==> config.mk <==
export PLATFORM = sky130hd
export DESIGN_NAME = cfdc_front
export DESIGN_NICKNAME = d
export VERILOG_FILES = /design/src/rtl/core/assert_macros.svh /design/src/rtl/core/cfdc_pkg.sv /design/src/rtl/core/cfdc_front.sv
export SDC_FILE = /design/constraint.sdc
export NUM_CORES = 2
export LEC_CHECK = 0
export BUFFER_PORTS_ARGS = -buffer_cell sky130_fd_sc_hd__buf_2
export CAP_MARGIN = 30
export CORE_UTILIZATION = 60
export DETAILED_ROUTE_END_ITERATION = 8
export GPL_TIMING_DRIVEN = 1
export PLACE_DENSITY = 0.9
export SETUP_SLACK_MARGIN = 0.4
export SLEW_MARGIN = 20
export SYNTH_ARGS = -nofsm -noshare
export SYNTH_HDL_FRONTEND = slang
export SYNTH_SLANG_ARGS = --single-unit
==> constraint.sdc <==
create_clock -name clk -period 8.9 [get_ports clk]
set_input_delay 1.78 -clock clk [delete_from_list [all_inputs] [get_ports clk]]
set_output_delay 1.78 -clock clk [all_outputs]
set_load 0.05 [all_outputs]
==> src/rtl/core/assert_macros.svh <==
// assertion macros for rtl files that check themselves; used by the top level
// needs signals clk and arst_n in the scope of use
`ifndef ASSERT_MACROS_SVH
`define ASSERT_MACROS_SVH

// property checked on every clock while out of reset
`define CFDC_ASSERT(label, prop, msg) \
	label: assert property (@(posedge clk) disable iff (!arst_n) prop) else $error(msg);

// property checked only once reset has been released for a full cycle
`define CFDC_ASSERT_RUN(label, prop, msg) \
	`CFDC_ASSERT(label, $past(arst_n) |-> (prop), msg)

`endif

==> src/rtl/core/cfdc_pkg.sv <==
`timescale 1ns / 1ps
// types, widths and face table for the cube face direction to color block
// no dependencies
package cfdc_pkg;

	// component widths, all in units of 2/face size with the common scale removed
	localparam int EW    = 12;  // signed direction component
	localparam int MW    = 11;  // magnitude of a positive component
	localparam int SQW   = 22;  // one squared component
	localparam int SW    = 23;  // sum of squares
	localparam int RW    = 20;  // 510 * component
	localparam int RRW   = 40;  // (510 * component)^2
	localparam int XW    = 31;  // partial result * sum of squares
	localparam int YW    = 39;  // partial result^2 * sum of squares
	localparam int TW    = 42;  // trial product
	localparam int CW    = 8;   // color channel width

	localparam int NLANE  = 3;
	localparam int NFRONT = 3;
	localparam int NSRCH  = CW;
	localparam int NSTAGE = NFRONT + NSRCH;

	localparam logic [MW:0] ORIGIN_MAG = 12'd512;
	localparam logic [RW-1:0] SCALE_510 = 20'd510;

	// face codes
	localparam logic [2:0] FACE_POS_X = 3'd0;
	localparam logic [2:0] FACE_NEG_X = 3'd1;
	localparam logic [2:0] FACE_POS_Y = 3'd2;
	localparam logic [2:0] FACE_NEG_Y = 3'd3;
	localparam logic [2:0] FACE_POS_Z = 3'd4;
	localparam logic [2:0] FACE_NEG_Z = 3'd5;

	// coefficient codes
	typedef logic [1:0] coef_t;
	localparam coef_t CP = 2'b01;
	localparam coef_t CN = 2'b11;
	localparam coef_t CZ = 2'b00;

	typedef struct packed {
		coef_t o;
		coef_t sx;
		coef_t sy;
	} axis_t;

	typedef axis_t [NLANE-1:0] face_axes_t;

	typedef struct packed {
		logic [9:0] column;
		logic [9:0] row;
		logic [2:0] face;
	} pixel_t;

	typedef struct packed {
		logic [CW-1:0] red;
		logic [CW-1:0] green;
		logic [CW-1:0] blue;
	} color_t;

	// one color channel under search
	typedef struct packed {
		logic           pos;
		logic [RRW-1:0] rr;
		logic [CW-1:0]  cur;
		logic [XW-1:0]  xs;
		logic [YW-1:0]  ys;
	} lane_t;

	typedef struct packed {
		logic [SW-1:0]          ssum;
		lane_t [NLANE-1:0]      lane;
	} srch_t;

	// origin, column step and row step per axis (index 0 x, 1 y, 2 z)
	function automatic face_axes_t face_axes(logic [2:0] face);
		face_axes_t r;
		r = '0;
		case (face)
			FACE_POS_X: begin
				r[0] = {CP, CZ, CZ}; r[1] = {CN, CZ, CP}; r[2] = {CP, CN, CZ};
			end
			FACE_NEG_X: begin
				r[0] = {CN, CZ, CZ}; r[1] = {CN, CZ, CP}; r[2] = {CN, CP, CZ};
			end
			FACE_POS_Y: begin
				r[0] = {CN, CP, CZ}; r[1] = {CP, CZ, CZ}; r[2] = {CP, CZ, CN};
			end
			FACE_NEG_Y: begin
				r[0] = {CN, CP, CZ}; r[1] = {CN, CZ, CZ}; r[2] = {CN, CZ, CP};
			end
			FACE_POS_Z: begin
				r[0] = {CN, CP, CZ}; r[1] = {CN, CZ, CP}; r[2] = {CP, CZ, CZ};
			end
			FACE_NEG_Z: begin
				r[0] = {CP, CN, CZ}; r[1] = {CN, CZ, CP}; r[2] = {CN, CZ, CZ};
			end
			default: r = '0;
		endcase
		return r;
	endfunction

endpackage

==> src/rtl/core/cfdc_front.sv <==
`timescale 1ns / 1ps
// front stages: direction components, squares, sum of squares and targets
// depends on cfdc_pkg
module cfdc_front (
	input  logic                                clk,
	input  logic                                arst_n,
	input  cfdc_pkg::pixel_t                    pixel,
	input  logic                                pixel_valid,
	input  logic [cfdc_pkg::NFRONT-1:0]         en,
	output logic [cfdc_pkg::NFRONT-1:0]         vld,
	output cfdc_pkg::srch_t                     srch
);

	// signed coefficient times magnitude
	function automatic logic signed [cfdc_pkg::EW:0] scale(
		cfdc_pkg::coef_t c, logic [cfdc_pkg::MW:0] m);
		logic signed [cfdc_pkg::EW:0] v;
		v = $signed({1'b0, m});
		case (c)
			cfdc_pkg::CP: return v;
			cfdc_pkg::CN: return -v;
			default:      return '0;
		endcase
	endfunction

	cfdc_pkg::face_axes_t                  axes;
	logic signed [cfdc_pkg::EW:0]          comp_d [cfdc_pkg::NLANE];
	logic signed [cfdc_pkg::EW-1:0]        comp_s1 [cfdc_pkg::NLANE];
	logic signed [2*cfdc_pkg::EW-1:0]      sq_d [cfdc_pkg::NLANE];
	logic [cfdc_pkg::SQW-1:0]              sq_s2 [cfdc_pkg::NLANE];
	logic [cfdc_pkg::RW-1:0]               r_s2 [cfdc_pkg::NLANE];
	logic                                  pos_s2 [cfdc_pkg::NLANE];
	cfdc_pkg::srch_t                       srch_s3;

	// direction components
	always_comb begin
		axes = cfdc_pkg::face_axes(pixel.face);
		for (int k = 0; k < cfdc_pkg::NLANE; k++) begin
			comp_d[k] = scale(axes[k].o, cfdc_pkg::ORIGIN_MAG)
				+ scale(axes[k].sx, {2'b00, pixel.column})
				+ scale(axes[k].sy, {2'b00, pixel.row});
		end
	end

	// squares of the registered components
	always_comb begin
		for (int k = 0; k < cfdc_pkg::NLANE; k++) begin
			sq_d[k] = comp_s1[k] * comp_s1[k];
		end
	end

	// stage valid bits
	always_ff @(posedge clk or negedge arst_n) begin
		if (!arst_n) begin
			vld <= '0;
		end else begin
			if (en[0]) vld[0] <= pixel_valid;
			if (en[1]) vld[1] <= vld[0];
			if (en[2]) vld[2] <= vld[1];
		end
	end

	// stage data
	always_ff @(posedge clk) begin
		for (int k = 0; k < cfdc_pkg::NLANE; k++) begin
			if (en[0]) begin
				comp_s1[k] <= comp_d[k][cfdc_pkg::EW-1:0];
			end
			if (en[1]) begin
				sq_s2[k]  <= sq_d[k][cfdc_pkg::SQW-1:0];
				pos_s2[k] <= (comp_s1[k] > 0);
				r_s2[k]   <= (comp_s1[k] > 0)
					? cfdc_pkg::RW'(comp_s1[k][cfdc_pkg::MW-1:0]) * cfdc_pkg::SCALE_510
					: '0;
			end
			if (en[2]) begin
				srch_s3.lane[k].pos <= pos_s2[k];
				srch_s3.lane[k].rr  <= cfdc_pkg::RRW'(r_s2[k]) * cfdc_pkg::RRW'(r_s2[k]);
				srch_s3.lane[k].cur <= '0;
				srch_s3.lane[k].xs  <= '0;
				srch_s3.lane[k].ys  <= '0;
			end
		end
		if (en[2]) begin
			srch_s3.ssum <= cfdc_pkg::SW'(sq_s2[0]) + cfdc_pkg::SW'(sq_s2[1])
				+ cfdc_pkg::SW'(sq_s2[2]);
		end
	end

	assign srch = srch_s3;

endmodule

After elaboration in Yosys (flattened, before gate mapping)
Memories as Yosys holds them, arrays and structs flattened. A register that Yosys moved wholly into a read port is not among the register bits. Cells that the tools add are included. Widths: inputs -> output; s select.

Eq/ne operators: 23. $mul: 9. $lt $le $gt $ge: 3. Muxes and demuxes: 17. Add/subtract/negate cells: 10. Reduce and logical (&&, ||, !) cells: 1.

Operator list (count): $pmux 12 s2 (9); $mul 20x20->40 (3); $pmux 18 s6 (1); $add 12x12->12 (6); $mul 12x12->22 (3); $mux 20 (3); $mul 11x8->19 const B (3); $gt 12x1->1 const B (3); $neg 10->12 (2); $add 22x22->23 (1); $add 23x22->23 (1); $eq 2x1->1 const B (9); $eq 2x2->1 const B (9); $eq 3x2->1 const B (2); $eq 3x3->1 const B (2); $mux 1 (4); $eq 3x1->1 const B (1); $logic_not 3->1 (1).

Memories: 4. Bits of input ports: 29. Register bits after elaboration: 146. RAM bits: 165. Logic and storage cells: 74. Output and inout bits: 383.

Memory list: sq_s2 (depth 3, width 22, rd ports 3, clocked after memory_dff 0, write ports 3, RTL line cfdc_front.sv:30) `logic [cfdc_pkg::SQW-1:0] sq_s2 [cfdc_pkg::NLANE];`; r_s2 (depth 3, width 20, rd ports 3, clocked after memory_dff 0, write ports 3, RTL line cfdc_front.sv:31) `logic [cfdc_pkg::RW-1:0] r_s2 [cfdc_pkg::NLANE];`; comp_s1 (depth 3, width 12, rd ports 3, clocked after memory_dff 0, write ports 3, RTL line cfdc_front.sv:28) `logic signed [cfdc_pkg::EW-1:0] comp_s1 [cfdc_pkg::NLANE];`; pos_s2 (depth 3, width 1, rd ports 3, clocked after memory_dff 3, write ports 3, RTL line cfdc_front.sv:32) `logic pos_s2 [cfdc_pkg::NLANE];`.

Logic depth before layout (Yosys ltp)
Depth after elaboration: 6. Gate-level depth with buffers: 27. Mapped depth without buffers: 25.

Worst setup path after synthesis
OpenSTA, ideal clock, no wires.

Path kind: register -> register. Start: memory r_s2[0][15] in the netlist's numbering. End: register srch_s3, in the netlist srch[117], data pin. Cell stages (with the launch flop): 24. Path slack: 2205 ps. Data required time: 8640 ps. Clock period less this slack: 6695 ps. Arrival: 6435 ps. Setup time: 260 ps. Path through: edfxtp_1 > clkbuf_1 > clkbuf_1 > nand2_1 > fa_1 > inv_1 > fa_1 > inv_1 > fa_1 > inv_1 > fa_1 > fa_1 > fa_1 > ha_1 > ha_1 > buf_2 > inv_1 > or3_4 > o31a_1 > a31oi_2 > a211oi_2 > o41ai_1 > a21oi_1 > xnor2_1.

RTL lines: start, declared (RTL line cfdc_front.sv:31); end, declared (RTL line cfdc_front.sv:33) `cfdc_pkg::srch_t srch_s3;`.

==> summary.md <==
| Metric | Value |
|---|---|
| FF+latch count, synth | 299 |
| Post-CTS Setup Bufs | 0 |
| Count of flip-flops with a built-in enable after synthesis | 296 |
| Count leader, synth | inv_1 |
| Clock period minus final worst setup slack | 7.562 ns |
| Cells after DPL | 7851 |
| Layout cells sized above 1 | 4.408% |
| Synth Area in XOR/XNOR | 3.715% |
| Hold path start | pos_s2[0][2] |
| Vias per cell | 5.512 |
| Netlist cell types | 87 |
| Syn_area_per_cell | 10.05 um^2 |
| Final hold vios | 0 |
| Crit path launch type | register |
| Non-Filler Instances | 7925 |
| Worst reg2reg startpoint | r_s2[0][30] |
| Input/output buffers | 168 |
| RSZ-0062 raised after global routing | no |
| Layout area overhead | 4.188% |
| Slew @ Worst Pin | 1.036 ns |
| Pre-antenna DRT Iters | 6 |
| Top_reg_cell synth | edfxtp_1 |
| Iter 0 DRT Violations | 3339 |
| TritonCTS clock tree | done |
| Synth top area cells | fa_1 (39%), ha_1 (16%), edfxtp_1 (14%), inv_1 (9.2%), buf_4 (2.8%) |
| First-pass GRT wire length | 238200 um |
| Pin count of the biggest net entering global routing | 76 |
| Adder-Cell Fraction of Synth Area | 54.59% |
| Reg2reg setup slack | 1.34 ns |
| Layout Skew | 0.02638 ns |
| Largest area contributor in the netlist | fa_1 |
| Worst path arrival time | 7.91 ns |
| Die ar. | 0.1086 mm^2 |
| Later-pin clock latency in the skew report | 0.63 ns |
| Data required, critical path | 9.25 ns |
| Total wire length | 144400 um |
| Starting Density | 60.79% |
| H-tree levels | 2 |
| Post-synthesis mux area share | 0.2839% |
| Final Instance Area | 0.06705 mm^2 |
| Fill cells | 7645 |
| Clock-pin slew on the worst setup and hold paths | 0.07 ns |
| TNS Setup | 0 ns |
| Number of global-route vias before repair | 48.12k |
| Area after DPL | 0.06566 mm^2 |
| Largest family of logic cells by synthesized area | adder cells |
| Resized cells post-CTS | 0 |
| Worst flop-to-flop path endpoint | srch[235] |
| Detail Route Antenna Nets | 0 |
| Gr ovfl total | 0 |
| Synth Instances | 6404 |
| GRT Util Overall | 27.57% |
| Final nets | 8590 |
| Post-synth top cells | inv_1 (1575), fa_1 (1248), ha_1 (811) |
| Synth warn | 0 |
| Critical Path End Type | register |
| Root Buffer | clkbuf_16 |
| Crit-path max FO | 20 |
| Hold EP | srch[356] |
| GPL Wtd Cong | 0.9409 |
| Synth Area in Simple Gates | 9.169% |
| Routed vias | 43.69k |
| Clock buffer count from CTS | 39 |
| WHS Path Cells | 0 |
| Post-synth top area share | 38.82% |
| R2R depth | 22 |
| CTS Sinks | 299 |
| Core ar. | 0.1059 mm^2 |
| WL per Instance | 18.22 um |
| Kind of critical path | reg -> reg |
| Row cnt | 119 |
| # hold bufs at CTS | 0 |
| Complex-gate fraction of the synthesized area | 5.508% |
| MaxCap Viol Count | 0 |
| Drt drc | 0 |
| Synthesized area | 0.06436 mm^2 |
| Fraction of registers with async set/reset | 1.003% |
| Endpoints failing setup | 0 |
| HP Class | reg -> reg |
| Initial antenna violation count | 3 |
| Clock Tree Buf Depth | 3 |
| # IOs | 412 |
| F_max | 0.1322 GHz |
| Slew headroom | 30.93% |
| Die X | 329.5 um |
| Status | finished, final reports clean |
| Seq/Total Area, Yosys | 13.93% |
| DIE HEIGHT | 329.5 um |
| Count of final max-slew check failures | 0 |
| Fin crit share | 84.97% |
| HPWL after DPL | 117500 um |
## cells by family (layout without fill, tap and decap cells)
logic type,Yosys count,in the layout
other,1,244
multiplexers,17,17
adder cells (fa/ha/maj),2059,2059
XOR/XNOR,273,273
flip-flops,299,299
AND/OR/NAND/NOR,1259,1259
AO/OA/AOI/OAI,545,545
buffers and inverters,1951,1838
## critical path, stage by stage (launching register included)
cell	delay [ns]
edfxtp_1	0.82
and2_1	0.31
fa_1	0.46
fa_1	0.51
inv_1	0.05
fa_1	0.51
inv_1	0.06
fa_1	0.50
inv_1	0.06
fa_1	0.54
inv_1	0.05
fa_1	0.44
ha_1	0.30
ha_1	0.38
a21oi_1	0.09
o21ai_0	0.15
o21ai_0	0.16
a211oi_1	0.61
o21ai_1	0.27
o32ai_1	0.49
o21ai_1	0.26
nand4b_1	0.16
o311ai_1	0.10
## how the worst max path moves through the flow
stage	start	endpoint	slack [ns]	cells after the start
floorplan	r_s2[0][15]	srch[117]	2.21	23
global placement	r_s2[0][23]	srch[233]	1.55	22
detailed placement	r_s2[0][30]	srch[233]	1.46	22
CTS	r_s2[0][30]	srch[235]	1.41	22
global route	r_s2[0][30]	srch[235]	0.92	22
finish	r_s2[0][30]	srch[235]	1.34	22
## layer usage
metal	routed length [um]	track usage, %
met1	54300	34.91
met2	72750	47.56
met3	12080	4.805
met4	5297	9.793
met5	0	0
## cell usage in the layout, fill, tap and decap left out, types with 11 or more instances in the layout
master        n
clkbuf_16    40
o211ai_1     15
a211oi_1     18
nor2_1      287
nand2b_1     25
or3_1        28
nor2b_1      50
o21a_1       24
fa_1       1248
a21oi_1     169
a21o_1       68
o21ai_0     109
a21boi_0     12
ha_1        811
buf_2       166
xnor2_1     206
or2_2        11
nand2_1     473
nor3_1       57
nand3_1      42
clkinv_1     12
o31ai_1      11
and3_1       17
xor2_1       67
and2_1      238
conb_1      243
a31oi_1      15
buf_4        11
edfxtp_1    296
inv_1      1575
o21bai_1     30
## cell type report
type / instances / area, um^2 / area share, %
flip-flops and latches: 299 / 8964 / 13.37
diodes: 1 / 2.502 / 0.003732
clock inverters: 23 / 330.3 / 0.4926
multi-input cells: 4396 / 48060 / 71.68
clock buffers: 49 / 1035 / 1.543
repair buffers: 180 / 963.4 / 1.437
inverters: 1586 / 5953 / 8.879
well taps: 1391 / 1740 / 2.596
## registers in the layout, summed over array words and instances (netlist names)
register	flops
r_s2	57
vld	3
comp_s1	36
pos_s2	3
srch	137
sq_s2	63
## through the flow
stage               setup WS, ns  hold slack (ns)  utilization [%]
floorplan                  2.205           0.4003                -
global placement           1.553           0.4056            62.02
detailed placement         1.461           0.4084            62.02
CTS                        1.411           0.4242            63.31
global route              0.9189           0.4530            63.33
finish                     1.338           0.4270            63.34
Power is not shown: default switching activity piles up to over one toggle a cycle in this logic, so the estimate is an artifact.
